## src/design/fifo_handoff_lock_unit_macros.svh

```systemverilog
// ----------------------------------------------------------------------------
// FIFO handoff lock unit assertion macros
// Concurrent assertion helpers shared by the lock unit modules. They are
// empty when SYNTH is defined.
// ----------------------------------------------------------------------------
`ifndef FIFO_HANDOFF_LOCK_UNIT_MACROS_SVH
`define FIFO_HANDOFF_LOCK_UNIT_MACROS_SVH

`ifndef SYNTH

// Condition that must hold at every clock edge outside reset.
`define FHL_ASSERT_ALWAYS(lbl, cond, msg) \
  lbl: assert property (@(posedge clk) disable iff (rst) (cond)) else $error(msg);

// Consequence that must hold in the cycle after the antecedent.
`define FHL_ASSERT_NEXT(lbl, ante, cons, msg) \
  lbl: assert property (@(posedge clk) disable iff (rst) (ante) |=> (cons)) else $error(msg);

`else

`define FHL_ASSERT_ALWAYS(lbl, cond, msg)
`define FHL_ASSERT_NEXT(lbl, ante, cons, msg)

`endif

`endif

```

## src/design/fhl_pkg.sv

```systemverilog
// ----------------------------------------------------------------------------
// FIFO handoff lock unit package
// Sizes, operation codes and the beat structures shared by the lock modules.
// ----------------------------------------------------------------------------
package fhl_pkg;

  // Queue and identity sizes.
  localparam int QUEUE_DEPTH = 16;
  localparam int ID_BITS     = 8;
  localparam int PTR_BITS    = (QUEUE_DEPTH > 1) ? $clog2(QUEUE_DEPTH) : 1;
  localparam int CNT_BITS    = $clog2(QUEUE_DEPTH + 1);
  localparam logic [CNT_BITS-1:0] CNT_FULL = CNT_BITS'(QUEUE_DEPTH);

  // Field widths of the stream beats.
  localparam int FUNC_W = 2;
  localparam int RID_W  = 8;

  typedef logic [ID_BITS-1:0]  id_t;
  typedef logic [PTR_BITS-1:0] ptr_t;
  typedef logic [CNT_BITS-1:0] cnt_t;

  // Operation codes.
  typedef enum logic [FUNC_W-1:0] {
    FUNC_TRY_LOCK = 2'd0,
    FUNC_ACQUIRE  = 2'd1,
    FUNC_UNLOCK   = 2'd2
  } func_t;

  // One operation beat.
  typedef struct packed {
    logic [FUNC_W-1:0] func;
    logic [RID_W-1:0]  requester_id;
  } fhl_op_t;

  // One result beat.
  typedef struct packed {
    logic             lock_held;
    logic [RID_W-1:0] resume_id;
    logic             resume_valid;
    logic             overflow;
    logic             self_wait;
    logic             queued;
    logic             granted;
  } fhl_result_t;

  // Slot behind the newest waiter; the sum stays below twice the depth.
  function automatic ptr_t ptr_tail(input ptr_t head, input cnt_t count);
    logic [CNT_BITS:0] sum;
    sum = (CNT_BITS + 1)'(head) + (CNT_BITS + 1)'(count);
    if (sum >= (CNT_BITS + 1)'(QUEUE_DEPTH)) begin
      sum = sum - (CNT_BITS + 1)'(QUEUE_DEPTH);
    end
    return PTR_BITS'(sum);
  endfunction

  // Advance a queue pointer with wraparound.
  function automatic ptr_t ptr_inc(input ptr_t ptr);
    ptr_t res;
    if (ptr == PTR_BITS'(QUEUE_DEPTH - 1)) begin
      res = '0;
    end else begin
      res = ptr + PTR_BITS'(1);
    end
    return res;
  endfunction

endpackage

```

## src/design/fifo_handoff_lock_unit.sv

```systemverilog
// ----------------------------------------------------------------------------
// FIFO handoff lock unit
// Fair lock with a FIFO of waiting requester IDs and direct handoff on
// unlock. One operation beat in gives one result beat out.
//
//   Channel  Direction  Beat contents
//   s_axis   in         tuser: func; tdata: requester_id
//   m_axis   out        tdata: granted, queued, self_wait, overflow,
//                              resume_valid, resume_id, lock_held
//
// An operation is applied in the cycle it is accepted; its result is
// registered into the result buffer and shown on the master side from there.
// One operation per cycle is sustained while the result buffer has room,
// updating the lock state and the head and tail slots of the waiter queue.
// Synchronous reset frees the lock and empties the queue at once.
// A two-entry result buffer lets one beat be accepted while a result waits;
// s_tready drops only when both entries are occupied.
// ----------------------------------------------------------------------------
module fifo_handoff_lock_unit (
  input  logic        clk,
  input  logic        rst,
  input  logic        s_tvalid,
  output logic        s_tready,
  input  logic [7:0]  s_tdata,   // [7:0] requester_id
  input  logic [1:0]  s_tuser,   // [1:0] func
  output logic        m_tvalid,
  input  logic        m_tready,
  output logic [15:0] m_tdata    // [0] granted, [1] queued, [2] self_wait,
                                 // [3] overflow, [4] resume_valid,
                                 // [12:5] resume_id, [13] lock_held, [15:14] zero
);
  import fhl_pkg::*;

  fhl_op_t     op;
  fhl_result_t core_res;
  fhl_result_t out_res;
  logic        fire;

  assign op.func         = s_tuser;
  assign op.requester_id = s_tdata;
  assign fire            = s_tvalid && s_tready;

  // Lock state and waiter queue.
  fhl_core u_core (
    .clk  (clk),
    .rst  (rst),
    .fire (fire),
    .op   (op),
    .res  (core_res)
  );

  // Result buffer toward the master side.
  fhl_skid u_skid (
    .clk       (clk),
    .rst       (rst),
    .in_valid  (s_tvalid),
    .in_ready  (s_tready),
    .in_data   (core_res),
    .out_valid (m_tvalid),
    .out_ready (m_tready),
    .out_data  (out_res)
  );

  // Pack the result beat, first field in the lowest bit.
  assign m_tdata = {2'b00, out_res.lock_held, out_res.resume_id, out_res.resume_valid,
                    out_res.overflow, out_res.self_wait, out_res.queued, out_res.granted};

endmodule

```

## src/design/fhl_core.sv

```systemverilog
// ----------------------------------------------------------------------------
// FIFO handoff lock core
// Lock state, holder identity and the circular waiter queue. Each accepted
// operation is decoded and applied in the cycle it is accepted.
// ----------------------------------------------------------------------------
module fhl_core (
  input  logic                clk,
  input  logic                rst,
  input  logic                fire,
  input  fhl_pkg::fhl_op_t    op,
  output fhl_pkg::fhl_result_t res
);
  import fhl_pkg::*;

  `include "fifo_handoff_lock_unit_macros.svh"

  logic held;
  logic held_next;
  id_t  holder;
  id_t  holder_next;
  ptr_t head;
  ptr_t head_next;
  cnt_t count;
  cnt_t count_next;
  logic wr_en;
  logic rd_en;
  ptr_t tail;
  id_t  id;
  id_t  head_id;

  id_t queue [QUEUE_DEPTH];

  // The requester ID is taken to the identity width.
  assign id      = ID_BITS'(op.requester_id);
  assign tail    = ptr_tail(head, count);

  // Decode the operation against the current lock state.
  always_comb begin
    held_next   = held;
    holder_next = holder;
    head_next   = head;
    count_next  = count;
    wr_en       = 1'b0;
    rd_en       = 1'b0;
    res         = '0;
    case (op.func)
      FUNC_TRY_LOCK: begin
        if (!held) begin
          held_next   = 1'b1;
          holder_next = '0;
          res.granted = 1'b1;
        end
      end
      FUNC_ACQUIRE: begin
        if (!held) begin
          held_next   = 1'b1;
          holder_next = id;
          res.granted = 1'b1;
        end else begin
          if (holder != '0 && holder == id) begin
            res.self_wait = 1'b1;
          end
          if (count == CNT_FULL) begin
            res.overflow = 1'b1;
          end else begin
            wr_en      = fire;
            count_next = count + CNT_BITS'(1);
            res.queued = 1'b1;
          end
        end
      end
      FUNC_UNLOCK: begin
        if (count == '0) begin
          held_next   = 1'b0;
          holder_next = '0;
        end else begin
          rd_en            = fire;
          head_next        = ptr_inc(head);
          count_next       = count - CNT_BITS'(1);
          holder_next      = head_id;
          res.resume_valid = 1'b1;
          res.resume_id    = RID_W'(head_id);
        end
      end
      default: begin
      end
    endcase
    res.lock_held = held_next;
  end

  // Lock state registers.
  always_ff @(posedge clk) begin
    if (rst) begin
      held   <= 1'b0;
      holder <= '0;
      head   <= '0;
      count  <= '0;
    end else if (fire) begin
      held   <= held_next;
      holder <= holder_next;
      head   <= head_next;
      count  <= count_next;
    end
  end

  // Waiter queue storage, written at the tail.
  always_ff @(posedge clk) begin
    if (wr_en) begin
      queue[tail] <= id;
    end
  end

  // Oldest waiter, held in a register. A push into an empty queue lands here
  // directly; a pop loads the entry behind the old head.
  always_ff @(posedge clk) begin
    if (rst) begin
      head_id <= '0;
    end else if (wr_en && count == '0) begin
      head_id <= id;
    end else if (rd_en) begin
      head_id <= queue[ptr_inc(head)];
    end
  end

  `FHL_ASSERT_ALWAYS(a_count_bound, count <= CNT_FULL, "waiter count exceeds queue depth")
  `FHL_ASSERT_ALWAYS(a_waiters_need_holder, (count == '0) || held, "waiters queued on a free lock")
  `FHL_ASSERT_NEXT(a_handoff_keeps_lock, fire && op.func == FUNC_UNLOCK && count != '0, held && count == $past(count) - CNT_BITS'(1), "handoff did not keep the lock held")
  `FHL_ASSERT_NEXT(a_acquire_records_holder, fire && op.func == FUNC_ACQUIRE && !held, held && holder == $past(id), "free acquire did not record its holder")

endmodule

```

## src/design/fhl_skid.sv

```systemverilog
// ----------------------------------------------------------------------------
// FIFO handoff lock result buffer
// Two-entry output buffer so that a new beat can be taken while a finished
// result waits on the master side.
// ----------------------------------------------------------------------------
module fhl_skid (
  input  logic                 clk,
  input  logic                 rst,
  input  logic                 in_valid,
  output logic                 in_ready,
  input  fhl_pkg::fhl_result_t in_data,
  output logic                 out_valid,
  input  logic                 out_ready,
  output fhl_pkg::fhl_result_t out_data
);
  import fhl_pkg::*;

  `include "fifo_handoff_lock_unit_macros.svh"

  logic [1:0]  fill;
  fhl_result_t slot0;
  fhl_result_t slot1;
  logic        push;
  logic        pop;

  assign in_ready  = (fill != 2'd2);
  assign out_valid = (fill != 2'd0);
  assign out_data  = slot0;
  assign push      = in_valid && in_ready;
  assign pop       = out_valid && out_ready;

  // Fill level.
  always_ff @(posedge clk) begin
    if (rst) begin
      fill <= 2'd0;
    end else if (push && !pop) begin
      fill <= fill + 2'd1;
    end else if (pop && !push) begin
      fill <= fill - 2'd1;
    end
  end

  // Result slots; the oldest result always sits in slot 0.
  always_ff @(posedge clk) begin
    if (pop) begin
      if (push) begin
        if (fill == 2'd1) begin
          slot0 <= in_data;
        end else begin
          slot0 <= slot1;
          slot1 <= in_data;
        end
      end else begin
        slot0 <= slot1;
      end
    end else if (push) begin
      if (fill == 2'd0) begin
        slot0 <= in_data;
      end else begin
        slot1 <= in_data;
      end
    end
  end

  `FHL_ASSERT_ALWAYS(a_fill_bound, fill <= 2'd2, "result buffer fill out of range")
  `FHL_ASSERT_NEXT(a_full_holds_head, fill == 2'd2 && !out_ready, fill == 2'd2 && slot0 == $past(slot0), "full buffer lost its oldest result")

endmodule

```

## config.mk

```make
export PLATFORM = sky130hd
export DESIGN_NAME = fifo_handoff_lock_unit
export DESIGN_NICKNAME = d
export VERILOG_FILES = /design/src/design/fhl_pkg.sv /design/src/design/fifo_handoff_lock_unit.sv /design/src/design/fhl_core.sv /design/src/design/fhl_skid.sv
export VERILOG_INCLUDE_DIRS = /design/src /design/src/design
export SDC_FILE = /design/constraint.sdc
export NUM_CORES = 1
export LEC_CHECK = 0
export ABC_AREA = 1
export BUFFER_PORTS_ARGS = -buffer_cell sky130_fd_sc_hd__buf_2
export CAP_MARGIN = 5
export CORE_MARGIN = 1
export CORE_UTILIZATION = 46
export CTS_BUF_LIST = sky130_fd_sc_hd__clkbuf_8
export CTS_CLUSTER_DIAMETER = 40
export DETAILED_ROUTE_END_ITERATION = 10
export PLACE_DENSITY = 0.73
export SYNTH_ARGS = -nofsm -noshare
export SYNTH_HDL_FRONTEND = slang
export SYNTH_SLANG_ARGS = --single-unit
export TNS_END_PERCENT = 10
```

## constraint.sdc

```tcl
create_clock -name clk -period 3.3 [get_ports clk]
set_clock_uncertainty 0.05 [all_clocks]
set_input_delay 0.33 -clock clk [delete_from_list [all_inputs] [get_ports clk]]
set_output_delay 0.33 -clock clk [all_outputs]
set_load 0.01 [all_outputs]
```

-- Word level (Yosys, flattened, before mapping)
Memory sizes are Yosys's and may differ from the RTL's.
Index checks and enable logic that the tools add are counted.
- bits of input ports: 14
- memories: 1
- word-level logic and storage cells: 114
- output and inout port bits: 18
- RAM bits: 128
- bits in registers: 56
- memories (name ; depth ; width ; rd ports ; clocked after Yosys merged registers in ; wr ports ; RTL line ; source):
    u_core.queue ; 16 ; 8 ; 1 ; 0 ; 1 ; fhl_core.sv:31 ; id_t queue [QUEUE_DEPTH];
- muxes and demuxes: 45
- reduce and logical (&&, ||, !) cells: 25
- eq/ne operators: 14
- add/sub/neg operators: 7
- bitwise operators: 1
- order comparisons: 1
- operator list (operator ; number):
    2-to-1 mux 14 bit ; 10
    2-to-1 mux 8 bit ; 5
    one-hot mux 8 bit (3 select lines) ; 1
    2-to-1 mux 4 bit ; 5
    2-to-1 mux 9 bit ; 2
    2-to-1 mux 5 bit ; 3
    2-to-1 mux 1 bit ; 13
    inequality test 2 bit, second input constant ; 6
    nonzero test 2 bit ; 6
    one-hot mux 5 bit (2 select lines) ; 1
    == test 8 bit ; 1
    nonzero test 8 bit ; 1
    adder 4 x 5 -> 6 bit ; 1
    greater-or-equal comparator 6 x 5 -> 1 bit, second input constant ; 1
    logical AND 1 bit ; 6
    2-to-1 mux 3 bit ; 2
    AND reduction 3 bit ; 2
    adder 5 x 1 -> 5 bit, second input constant ; 1
    == test 5 bit, second input constant ; 1
    logical NOT 5 bit ; 1
    AND reduction 5 bit ; 1
    subtractor 5 x 1 -> 5 bit, second input constant ; 1
    adder 4 x 1 -> 4 bit, second input constant ; 1
    == test 2 x 1 -> 1 bit, second input constant ; 2
    other kinds (15) ; 19

-- Longest topological paths before layout
Gate-level depths: netlist of run 1.
An unclocked memory read counts as a cell.
- depth after elaboration: 11
- mapped depth: 12
- depth with buffers taken out: 11

-- Cells and area by module
A second synthesis of run 1 with hierarchy kept.
- cell total of the unflattened synthesis: 856
- area, all modules: 8499.4 sq um
- modules (own cells, without submodules) (module ; area each (sq um) ; cells an instance ; instances):
    fhl_core ; 7123.1 ; 737 ; 1
    fhl_skid ; 1350.0 ; 114 ; 1
    fifo_handoff_lock_unit ; 26.3 ; 5 ; 1

-- Least setup slack after synthesis of run 1
OpenSTA, ideal clock, no wires.
- kind: register to register
- from: reg u_skid.fill[0]
- to: reg u_skid.slot1[0] in the netlist's numbering, enable pin
- slack: 0.915 ns
- data arrival time: 1.927 ns
- clock period less this slack: 2.385 ns
- library setup time: 0.407 ns
- required time: 2.843 ns
- cell stages (with the launch flop): 6
- path through: dfxtp_1 -> inv_1 -> ha_1 -> inv_1 -> nand2_1 -> a211oi_1
- RTL lines (what ; RTL line ; source):
    start: declaration ; fhl_skid.sv:20 ; logic [1:0] fill;
    start signal: assignment ; fhl_skid.sv:37 ; fill <= fill + 2'd1;
    start signal: assignment ; fhl_skid.sv:39 ; fill <= fill - 2'd1;
    inequality test 2 bit ; fhl_skid.sv:26 ; assign in_ready = (fill != 2'd2);
    via s_tready ; fifo_handoff_lock_unit.sv:23 ; output logic s_tready,
    logical AND 1 bit ; fhl_skid.sv:29 ; assign push = in_valid && in_ready;
    AND reduction 3 bit (no source line) ; n/a ;
    end signal: assignment ; fhl_skid.sv:51 ; slot1 <= in_data;
    end signal: assignment ; fhl_skid.sv:60 ; slot1 <= in_data;
    end: declaration ; fhl_skid.sv:22 ; fhl_result_t slot1;
The timed path passes the listed nets, and every way through them passes these cells.
A chain may end at the register's enable or synchronous reset.

-- Worst setup path in the final report of run 1
- from: reg u_skid.fill[0]
- to: mem u_core.queue[0][1] in the netlist's numbering, enable pin
- cells in the longest elaborated chain, start to end: 7
- RTL lines (what ; RTL line ; source):
    inequality test 2 bit ; fhl_skid.sv:26 ;
    logical AND 1 bit ; fifo_handoff_lock_unit.sv:41 ; assign fire = s_tvalid && s_tready;
    2-to-1 mux 1 bit ; fhl_core.sv:63 ; if (count == CNT_FULL) begin
    2-to-1 mux 1 bit ; fhl_core.sv:55 ; if (!held) begin
    2-to-1 mux 1 bit ; fhl_core.sv:46 ; case (op.func)
    2-to-1 mux 1 bit ; fhl_core.sv:108 ; if (wr_en) begin
    2-to-1 mux 1 bit (not written as such) ; fhl_core.sv:109 ; queue[tail] <= id;
    end: declaration ; fhl_core.sv:31 ;
No other way between the ends.

==> impl_results.html, run 1 <==
<table>
<tr><th>Metric</th><th>Value</th></tr>
<tr><th colspan="2">Global route</th></tr>
<tr><td>Met1 GRT Util</td><td>29.8%</td></tr>
<tr><td>Met3 track utilization from global routing</td><td>3.31%</td></tr>
<tr><td>Total congestion overflow</td><td>0</td></tr>
<tr><td>Number of global-route vias before repair</td><td>5444</td></tr>
<tr><td>Antenna violations before repair</td><td>0</td></tr>
<tr><td>Largest net degree at the start of global routing</td><td>63</td></tr>
<tr><td>Total Routing Usage GR</td><td>21.4%</td></tr>
<tr><td>Global-route wire length before repair</td><td>29.4 mm</td></tr>
<tr><td>Layer carrying the most global-route usage</td><td>met2</td></tr>
<tr><td>Global-route track usage on met2</td><td>32.2%</td></tr>
<tr><th colspan="2">Final layout</th></tr>
<tr><td>Number of nets at the end of the flow</td><td>908</td></tr>
<tr><td>Post-layout instance count excluding filler cells</td><td>1117</td></tr>
<tr><td>Share of final-layout standard cells stronger than drive strength 1</td><td>8.22%</td></tr>
<tr><td>Area growth, synth to finish</td><td>7.96%</td></tr>
<tr><td># diodes</td><td>0</td></tr>
<tr><th colspan="2">Critical path</th></tr>
<tr><td>Capture point of the worst reg-to-reg path</td><td>u_core.queue[0][1]</td></tr>
<tr><td>Setup slack, reg-to-reg</td><td>0.62 ns</td></tr>
<tr><td>Req. time, crit path</td><td>3.35 ns</td></tr>
<tr><td>CP Data Arrival Time</td><td>2.73 ns</td></tr>
<tr><td>Maximum fanout count along the critical path</td><td>8</td></tr>
<tr><td>Startpoint kind of the worst setup timing path</td><td>flop</td></tr>
<tr><td>Worst setup path end</td><td>u_core.queue[0][1]</td></tr>
<tr><td>Type of the setup path with the least slack</td><td>flop to flop</td></tr>
<tr><td>Startpoint of the worst register-to-register path</td><td>u_skid.fill[0]</td></tr>
<tr><td>Register-to-Register Path Depth</td><td>7</td></tr>
<tr><td>Critical path endpoint category</td><td>flop</td></tr>
<tr><td>Startpoint of the most critical setup path</td><td>u_skid.fill[0]</td></tr>
<tr><th colspan="2">Clocking</th></tr>
<tr><td>Clock transition at the registers of the reported paths</td><td>0.09 ns</td></tr>
<tr><td>Post-CTS repair timing setup buffer count</td><td>0</td></tr>
<tr><td>Number of cells upsized or downsized after cts</td><td>0</td></tr>
<tr><td>Clock insertion delay at the later pin of the skew report</td><td>0.47 ns</td></tr>
<tr><td>Number of hold buffers added after CTS</td><td>0</td></tr>
<tr><td>Number of H-tree levels</td><td>4</td></tr>
<tr><td>Buffer type at the clock tree root</td><td>sky130_fd_sc_hd__clkbuf_8</td></tr>
<tr><td>Count of clock tree sinks</td><td>184</td></tr>
<tr><td>Maximum count of clock buffers along a single path</td><td>2</td></tr>
<tr><td>Num CTS Buffers</td><td>17</td></tr>
<tr><td>CTS tree</td><td>yes</td></tr>
<tr><th colspan="2">Place</th></tr>
<tr><td># placed instances</td><td>1087</td></tr>
<tr><td>Post-detail-place hpwl</td><td>12.4 mm</td></tr>
<tr><td>Number of I/O port buffers</td><td>29</td></tr>
<tr><td>Placer congestion estimate</td><td>0.909</td></tr>
<tr><th colspan="2">Power and ir drop</th></tr>
<tr><td>Switch Pwr</td><td>1.38 mW</td></tr>
<tr><td>Fraction of power consumed by the clock network</td><td>26.6%</td></tr>
<tr><td>Internal Pwr Total</td><td>3.55 mW</td></tr>
<tr><td>Switching power share of the total</td><td>28.0%</td></tr>
<tr><td>Combinational share of power</td><td>17.3%</td></tr>
<tr><td>IR Drop Worst-Case VDD</td><td>0.502 mV</td></tr>
<tr><td>Standby leakage power</td><td>3.66 nW</td></tr>
<tr><td>Sequential group share of total power</td><td>56.1%</td></tr>
<tr><td>Power density normalized to cell area</td><td>540 nW/um^2</td></tr>
<tr><th colspan="2">Drt</th></tr>
<tr><td>Detailed Routing Iterations Pass 1</td><td>5</td></tr>
<tr><td>Aggregate routed wire length</td><td>18.9 mm</td></tr>
<tr><td>Per-cell via count in the routed design</td><td>5.36</td></tr>
<tr><td>ANT nets after route</td><td>0</td></tr>
<tr><td>Vias after detailed routing</td><td>5988</td></tr>
<tr><td>Post-route DRC</td><td>0</td></tr>
<tr><td>Post-DR wirelength/cell</td><td>16.9 um</td></tr>
<tr><td>First DRT Iteration DRCs</td><td>623</td></tr>
<tr><th colspan="2">STA</th></tr>
<tr><td>Max-slew violation total from the final report</td><td>0</td></tr>
<tr><td>Final min period</td><td>2.68 ns</td></tr>
<tr><td>Number of hold-slack violations in the final timing report</td><td>0</td></tr>
<tr><td>Finish-stage setup viols</td><td>0</td></tr>
<tr><td>Final worst-path cycle share</td><td>81.2%</td></tr>
<tr><td>Worst max-slew margin expressed relative to the limit</td><td>55.0%</td></tr>
<tr><td>RSZ-0062 raised after global routing</td><td>no</td></tr>
<tr><td>Fmax achieved</td><td>0.373 GHz</td></tr>
<tr><td>Pin slew with the least headroom to its limit</td><td>0.673 ns</td></tr>
<tr><td>Setup total negative slack</td><td>0 ns</td></tr>
<tr><th colspan="2">Die</th></tr>
<tr><td>Core area</td><td>18000 um^2</td></tr>
<tr><td>Die Y</td><td>138 um</td></tr>
<tr><td>Horizontal die dimension</td><td>138 um</td></tr>
<tr><td>Cell row count</td><td>49</td></tr>
<tr><td>Initial standard-cell utilization of the core</td><td>47.1%</td></tr>
<tr><td>Number of placed I/O pins</td><td>32</td></tr>
<tr><td>Die area</td><td>18900 um^2</td></tr>
<tr><th colspan="2">Synthesis</th></tr>
<tr><td>Number of library cell types mapped by synthesis</td><td>32</td></tr>
<tr><td>Yosys Warn Count</td><td>0</td></tr>
<tr><td>Synth Flop Type</td><td>sky130_fd_sc_hd__edfxtp_1</td></tr>
<tr><td>Post-synthesis cell area</td><td>8450 um^2</td></tr>
<tr><td>Count of state elements after synthesis</td><td>184</td></tr>
<tr><td>Fraction of registers with async set/reset</td><td>0%</td></tr>
<tr><td>Largest area contributor in the netlist</td><td>sky130_fd_sc_hd__edfxtp_1</td></tr>
<tr><td>Post-Synthesis Cells</td><td>855</td></tr>
<tr><td>Syn_area_per_cell</td><td>9.89 um^2</td></tr>
<tr><td>Top cells by area in the synthesized netlist</td><td>sky130_fd_sc_hd__edfxtp_1, sky130_fd_sc_hd__nand3_1, sky130_fd_sc_hd__nand2_1, sky130_fd_sc_hd__dfxtp_1, sky130_fd_sc_hd__inv_1</td></tr>
<tr><td>Sequential element share of the synthesized area</td><td>62.0%</td></tr>
<tr><td>Count of flip-flops with a built-in enable after synthesis</td><td>156</td></tr>
<tr><td>Proportion of netlist area held by the largest area contributor</td><td>55.4%</td></tr>
<tr><th colspan="2">Run status</th></tr>
<tr><td>Status</td><td>finished, final reports clean</td></tr>
<tr><th colspan="2">Flow run</th></tr>
<tr><td>Maximum capacitance violations</td><td>0</td></tr>
<tr><th colspan="2">Min path</th></tr>
<tr><td>Worst hold-check path type</td><td>input port to flop</td></tr>
</table>
worst max-delay path: stages (launching register included):
cell	delay, ns
sky130_fd_sc_hd__dfxtp_1	0.35
sky130_fd_sc_hd__inv_1	0.09
sky130_fd_sc_hd__ha_1	0.20
sky130_fd_sc_hd__inv_1	0.06
sky130_fd_sc_hd__nand2_1	0.16
sky130_fd_sc_hd__nor2_1	0.37
sky130_fd_sc_hd__nand3_1	0.38
sky130_fd_sc_hd__nor2_1	0.64
layout make-up:
type                            count  area (um^2)
Fill cell                        1591         8840
Inverter                          132          495
Multi-Input combinational cell    503         2540
Timing Repair Buffer               39          233
Clock inverter                     13         96.3
Tap cell                          229          287
Sequential cell                   184         5250
Clock buffer                       17          234
state kept, by name (all words and copies together), names as in the netlist:
register         count
u_core.held          1
u_core.head          4
u_core.head_id       8
u_core.queue       128
u_core.count         5
u_skid.out_data     14
u_skid.fill          2
u_skid.slot1        14
u_core.holder        8
kinds of logic after synthesis:
| family | share of synthesized area, % |
|---|---|
| adder cells (fa/ha/maj) | 2.69 |
| flip-flops | 62.0 |
| XOR/XNOR | 0.829 |
| buffers and inverters | 8.05 |
| AO/OA/AOI/OAI | 4.84 |
| other | 0.0444 |
| AND/OR/NAND/NOR | 21.5 |
metal layers:
metal  up-vias  wire length (um)
met5         -                 0
li1       2901                 -
met3        55              1430
met4         0               717
met1      2767              8170
met2       265              8550
Yosys cell counts, types with 2 or more instances:
master / n
sky130_fd_sc_hd__nand2_1: 170
sky130_fd_sc_hd__nand3_1: 157
sky130_fd_sc_hd__edfxtp_1: 156
sky130_fd_sc_hd__inv_1: 130
sky130_fd_sc_hd__o21ai_0: 39
sky130_fd_sc_hd__nor2_1: 36
sky130_fd_sc_hd__a21oi_1: 29
sky130_fd_sc_hd__dfxtp_1: 28
sky130_fd_sc_hd__nand3b_1: 25
sky130_fd_sc_hd__ha_1: 15
sky130_fd_sc_hd__clkbuf_1: 14
sky130_fd_sc_hd__buf_1: 9
sky130_fd_sc_hd__buf_2: 7
sky130_fd_sc_hd__xnor2_1: 5
sky130_fd_sc_hd__buf_4: 4
sky130_fd_sc_hd__o22ai_1: 4
sky130_fd_sc_hd__a211oi_1: 3
sky130_fd_sc_hd__buf_6: 3
sky130_fd_sc_hd__nand4_1: 3
sky130_fd_sc_hd__xor2_1: 3
sky130_fd_sc_hd__fa_1: 2
sky130_fd_sc_hd__inv_2: 2
sky130_fd_sc_hd__nand2_2: 2
stage by stage:
stage	setup WS [ns]	hold WS, ns	utilization (%)	total power, mW	instance area (um^2)
after floorplan	0.915	0.358	-	3.36	8460
after detailed placement	0.535	0.411	49.0	3.67	8800
after global placement	0.624	0.402	49.0	3.66	8800
after global routing	0.435	0.184	50.8	5.17	9130
after CTS	0.659	0.158	50.8	4.95	9130
final	0.621	0.187	50.8	4.93	9130
power by group through the flow:
stage	clock network [mW]	logic (mW)	registers (mW)
final	1.31	0.855	2.77
after floorplan	0	0.498	2.86
after detailed placement	0	0.853	2.82
after global routing	1.42	0.968	2.78
after global placement	0	0.845	2.81
after CTS	1.33	0.856	2.77
worst min-delay path by stage:
stage / slack (ns) / to / cells past startpoint / from
global placement: 0.40 / u_core.holder[1] / 2 / u_core.holder[1]
CTS: 0.16 / u_core.holder[5] / 2 / rst
global route: 0.18 / u_core.head_id[6] / 2 / rst
detailed placement: 0.41 / u_core.holder[4] / 2 / u_core.holder[4]
floorplan: 0.36 / u_core.head[3] / 1 / rst
finish: 0.19 / u_core.holder[6] / 2 / rst
cells in the final DEF (no fill, tap or decap), types with 3 or more instances in the layout:
| master | synthesis | final |
|---|---|---|
| sky130_fd_sc_hd__nand3b_1 | 25 | 25 |
| sky130_fd_sc_hd__o22ai_1 | 4 | 4 |
| sky130_fd_sc_hd__nor2_1 | 36 | 36 |
| sky130_fd_sc_hd__a21oi_1 | 29 | 29 |
| sky130_fd_sc_hd__nand2_1 | 170 | 170 |
| sky130_fd_sc_hd__ha_1 | 15 | 15 |
| sky130_fd_sc_hd__buf_2 | 7 | 29 |
| sky130_fd_sc_hd__xor2_1 | 3 | 3 |
| sky130_fd_sc_hd__inv_1 | 130 | 135 |
| sky130_fd_sc_hd__nand4_1 | 3 | 3 |
| sky130_fd_sc_hd__edfxtp_1 | 156 | 156 |
| sky130_fd_sc_hd__clkbuf_8 | 0 | 17 |
| sky130_fd_sc_hd__xnor2_1 | 5 | 5 |
| sky130_fd_sc_hd__nand3_1 | 157 | 157 |
| sky130_fd_sc_hd__dfxtp_1 | 28 | 28 |
| sky130_fd_sc_hd__clkinv_2 | 0 | 3 |
| sky130_fd_sc_hd__o21ai_0 | 39 | 38 |
| sky130_fd_sc_hd__buf_4 | 4 | 9 |
No activity file was read; power rests on OpenSTA's default activity.
==> inputs of run 2 (changes only) <==
- clock period: 3.3 -> 2.7 ns (I/O delays scaled with it)
==> impl_results.html, run 2 (synthesis results as in run 1) <==
<table>
<tr><th>Metric</th><th>Value</th></tr>
<tr><th colspan="2">Drt</th></tr>
<tr><td>Per-cell via count in the routed design</td><td>5.33</td></tr>
<tr><td>ANT nets after route</td><td>0</td></tr>
<tr><td>Vias after detailed routing</td><td>6103</td></tr>
<tr><td>Aggregate routed wire length</td><td>19.6 mm</td></tr>
<tr><td>Post-DR wirelength/cell</td><td>17.1 um</td></tr>
<tr><td>First DRT Iteration DRCs</td><td>725</td></tr>
<tr><td>Detailed Routing Iterations Pass 1</td><td>6</td></tr>
<tr><td>Post-route DRC</td><td>0</td></tr>
<tr><th colspan="2">Power and ir drop</th></tr>
<tr><td>Combinational share of power</td><td>17.3%</td></tr>
<tr><td>Switching power share of the total</td><td>28.9%</td></tr>
<tr><td>Fraction of power consumed by the clock network</td><td>27.8%</td></tr>
<tr><td>Power density normalized to cell area</td><td>660 nW/um^2</td></tr>
<tr><td>IR Drop Worst-Case VDD</td><td>0.554 mV</td></tr>
<tr><td>Standby leakage power</td><td>3.80 nW</td></tr>
<tr><td>Switch Pwr</td><td>1.78 mW</td></tr>
<tr><td>Sequential group share of total power</td><td>54.9%</td></tr>
<tr><td>Internal Pwr Total</td><td>4.38 mW</td></tr>
<tr><th colspan="2">Critical path</th></tr>
<tr><td>Req. time, crit path</td><td>2.86 ns</td></tr>
<tr><td>Critical path endpoint category</td><td>flop</td></tr>
<tr><td>Type of the setup path with the least slack</td><td>flop to flop</td></tr>
<tr><td>Startpoint kind of the worst setup timing path</td><td>flop</td></tr>
<tr><td>CP Data Arrival Time</td><td>2.53 ns</td></tr>
<tr><td>Maximum fanout count along the critical path</td><td>7</td></tr>
<tr><th colspan="2">Global route</th></tr>
<tr><td>Number of global-route vias before repair</td><td>5504</td></tr>
<tr><td>Antenna violations before repair</td><td>0</td></tr>
<tr><td>Total Routing Usage GR</td><td>22.0%</td></tr>
<tr><td>Largest net degree at the start of global routing</td><td>42</td></tr>
<tr><td>Global-route wire length before repair</td><td>30.0 mm</td></tr>
<tr><td>Total congestion overflow</td><td>0</td></tr>
<tr><th colspan="2">Clocking</th></tr>
<tr><td>Number of cells upsized or downsized after cts</td><td>0</td></tr>
<tr><td>Clock transition at the registers of the reported paths</td><td>0.09 ns</td></tr>
<tr><td>Buffer type at the clock tree root</td><td>sky130_fd_sc_hd__clkbuf_8</td></tr>
<tr><td>Number of hold buffers added after CTS</td><td>0</td></tr>
<tr><td>Clock insertion delay at the later pin of the skew report</td><td>0.49 ns</td></tr>
<tr><td>Count of clock tree sinks</td><td>184</td></tr>
<tr><td>CTS tree</td><td>yes</td></tr>
<tr><td>Num CTS Buffers</td><td>17</td></tr>
<tr><td>Maximum count of clock buffers along a single path</td><td>2</td></tr>
<tr><td>Post-CTS repair timing setup buffer count</td><td>0</td></tr>
<tr><td>Number of H-tree levels</td><td>4</td></tr>
<tr><th colspan="2">Place</th></tr>
<tr><td>Placer congestion estimate</td><td>0.927</td></tr>
<tr><td>Post-detail-place hpwl</td><td>13.3 mm</td></tr>
<tr><td>Number of I/O port buffers</td><td>29</td></tr>
<tr><th colspan="2">STA</th></tr>
<tr><td>RSZ-0062 raised after global routing</td><td>no</td></tr>
<tr><td>Final worst-path cycle share</td><td>87.5%</td></tr>
<tr><td>Fmax achieved</td><td>0.423 GHz</td></tr>
<tr><td>Final min period</td><td>2.36 ns</td></tr>
<tr><td>Worst max-slew margin expressed relative to the limit</td><td>57.2%</td></tr>
<tr><td>Number of hold-slack violations in the final timing report</td><td>0</td></tr>
<tr><td>Pin slew with the least headroom to its limit</td><td>0.642 ns</td></tr>
<tr><td>Setup total negative slack</td><td>0 ns</td></tr>
<tr><td>Finish-stage setup viols</td><td>0</td></tr>
<tr><td>Max-slew violation total from the final report</td><td>0</td></tr>
<tr><th colspan="2">Final layout</th></tr>
<tr><td>Footprint of the multi-input gates</td><td>2540 um^2</td></tr>
<tr><td>Most common cell after layout, fill and taps aside</td><td>sky130_fd_sc_hd__nand2_1</td></tr>
<tr><td>Layout Utilization</td><td>52.0%</td></tr>
<tr><td>Sequential Area</td><td>5250 um^2</td></tr>
<tr><td>Number of flip-flops under the largest register name</td><td>128</td></tr>
<tr><td>Commonest cells after routing, fill and taps aside</td><td>sky130_fd_sc_hd__nand2_1, sky130_fd_sc_hd__nand3_1, sky130_fd_sc_hd__edfxtp_1</td></tr>
<tr><td>Area growth, synth to finish</td><td>10.5%</td></tr>
<tr><td>Register name with the most flops</td><td>u_core.queue</td></tr>
<tr><td>Share of final-layout standard cells stronger than drive strength 1</td><td>11.4%</td></tr>
<tr><td># diodes</td><td>0</td></tr>
<tr><td>Number of nets at the end of the flow</td><td>934</td></tr>
<tr><td>Number of filler instances in the final layout</td><td>1594</td></tr>
<tr><th colspan="2">Die</th></tr>
<tr><td>Die Y</td><td>138 um</td></tr>
<tr><td>Number of placed I/O pins</td><td>32</td></tr>
<tr><td>Cell row count</td><td>49</td></tr>
<tr><td>Horizontal die dimension</td><td>138 um</td></tr>
<tr><td>Initial standard-cell utilization of the core</td><td>47.1%</td></tr>
<tr><td>Core area</td><td>18000 um^2</td></tr>
<tr><td>Die area</td><td>18900 um^2</td></tr>
<tr><th colspan="2">Flow run</th></tr>
<tr><td>Maximum capacitance violations</td><td>0</td></tr>
<tr><th colspan="2">Run status</th></tr>
<tr><td>Status</td><td>finished, final reports clean</td></tr>
<tr><th colspan="2">Min path</th></tr>
<tr><td>Worst hold-check path type</td><td>input port to flop</td></tr>
</table>
==> run 2: layout make-up <==
type	count	share of cell area, %
Clock inverter	15	1.35
Multi-Input combinational cell	503	27.2
Timing Repair Buffer	65	4.45
Tap cell	229	3.07
Sequential cell	184	56.2
Clock buffer	17	2.51
Inverter	132	5.30
==> run 2: metrics by stage <==
stage                     hold WS (ns)  cell area (um^2)  setup slack, ns  power, mW  instances
after floorplan                  0.298              8460            0.315       4.11        856
final                            0.104              9340            0.337       6.16       1145
after global placement           0.401              8980            0.367       4.48       1113
after global routing             0.108              9340            0.188       6.44       1145
after CTS                       0.0915              9340            0.386       6.18       1145
after detailed placement         0.404              8980            0.325       4.51       1113
==> run 2: final timing paths <==
check | cells after the start | endpoint | start | slack (ns)
worst max-delay path | 8 | u_core.queue[14][5] | u_skid.fill[0] | 0.34
worst min-delay path | 2 | u_core.holder[0] | rst | 0.10
worst min register to register | 2 | u_core.holder[1] | u_core.holder[1] | 0.42
worst max register to register | 8 | u_core.queue[14][5] | u_skid.fill[0] | 0.34
==> run 2: metal layers <==
metal / part of all wire, % / GRT usage (%) / vias up
li1: - / - / 2956
met1: 44 / 29.9 / 2840
met2: 45 / 33.3 / 255
met3: 6.8 / 4.27 / 52
met4: 4.2 / 11.9 / 0
met5: 0 / 0 / -
==> run 2: power groups by stage <==
stage	clock network, mW	logic [mW]	registers (mW)
final	1.71	1.07	3.38
after global routing	1.85	1.19	3.40
after floorplan	0	0.609	3.50
after global placement	0	1.04	3.44
after detailed placement	0	1.06	3.45
after CTS	1.74	1.07	3.38
==> run 2: critical path, stage by stage (launching register included) <==
cell and delay (ns):
sky130_fd_sc_hd__dfxtp_1 0.34, sky130_fd_sc_hd__inv_1 0.08, sky130_fd_sc_hd__ha_1 0.20, sky130_fd_sc_hd__inv_1 0.06, sky130_fd_sc_hd__nand2_1 0.17, sky130_fd_sc_hd__nor2_1 0.40
sky130_fd_sc_hd__nand3_1 0.37, sky130_fd_sc_hd__nor2_1 0.25, sky130_fd_sc_hd__buf_4 0.17
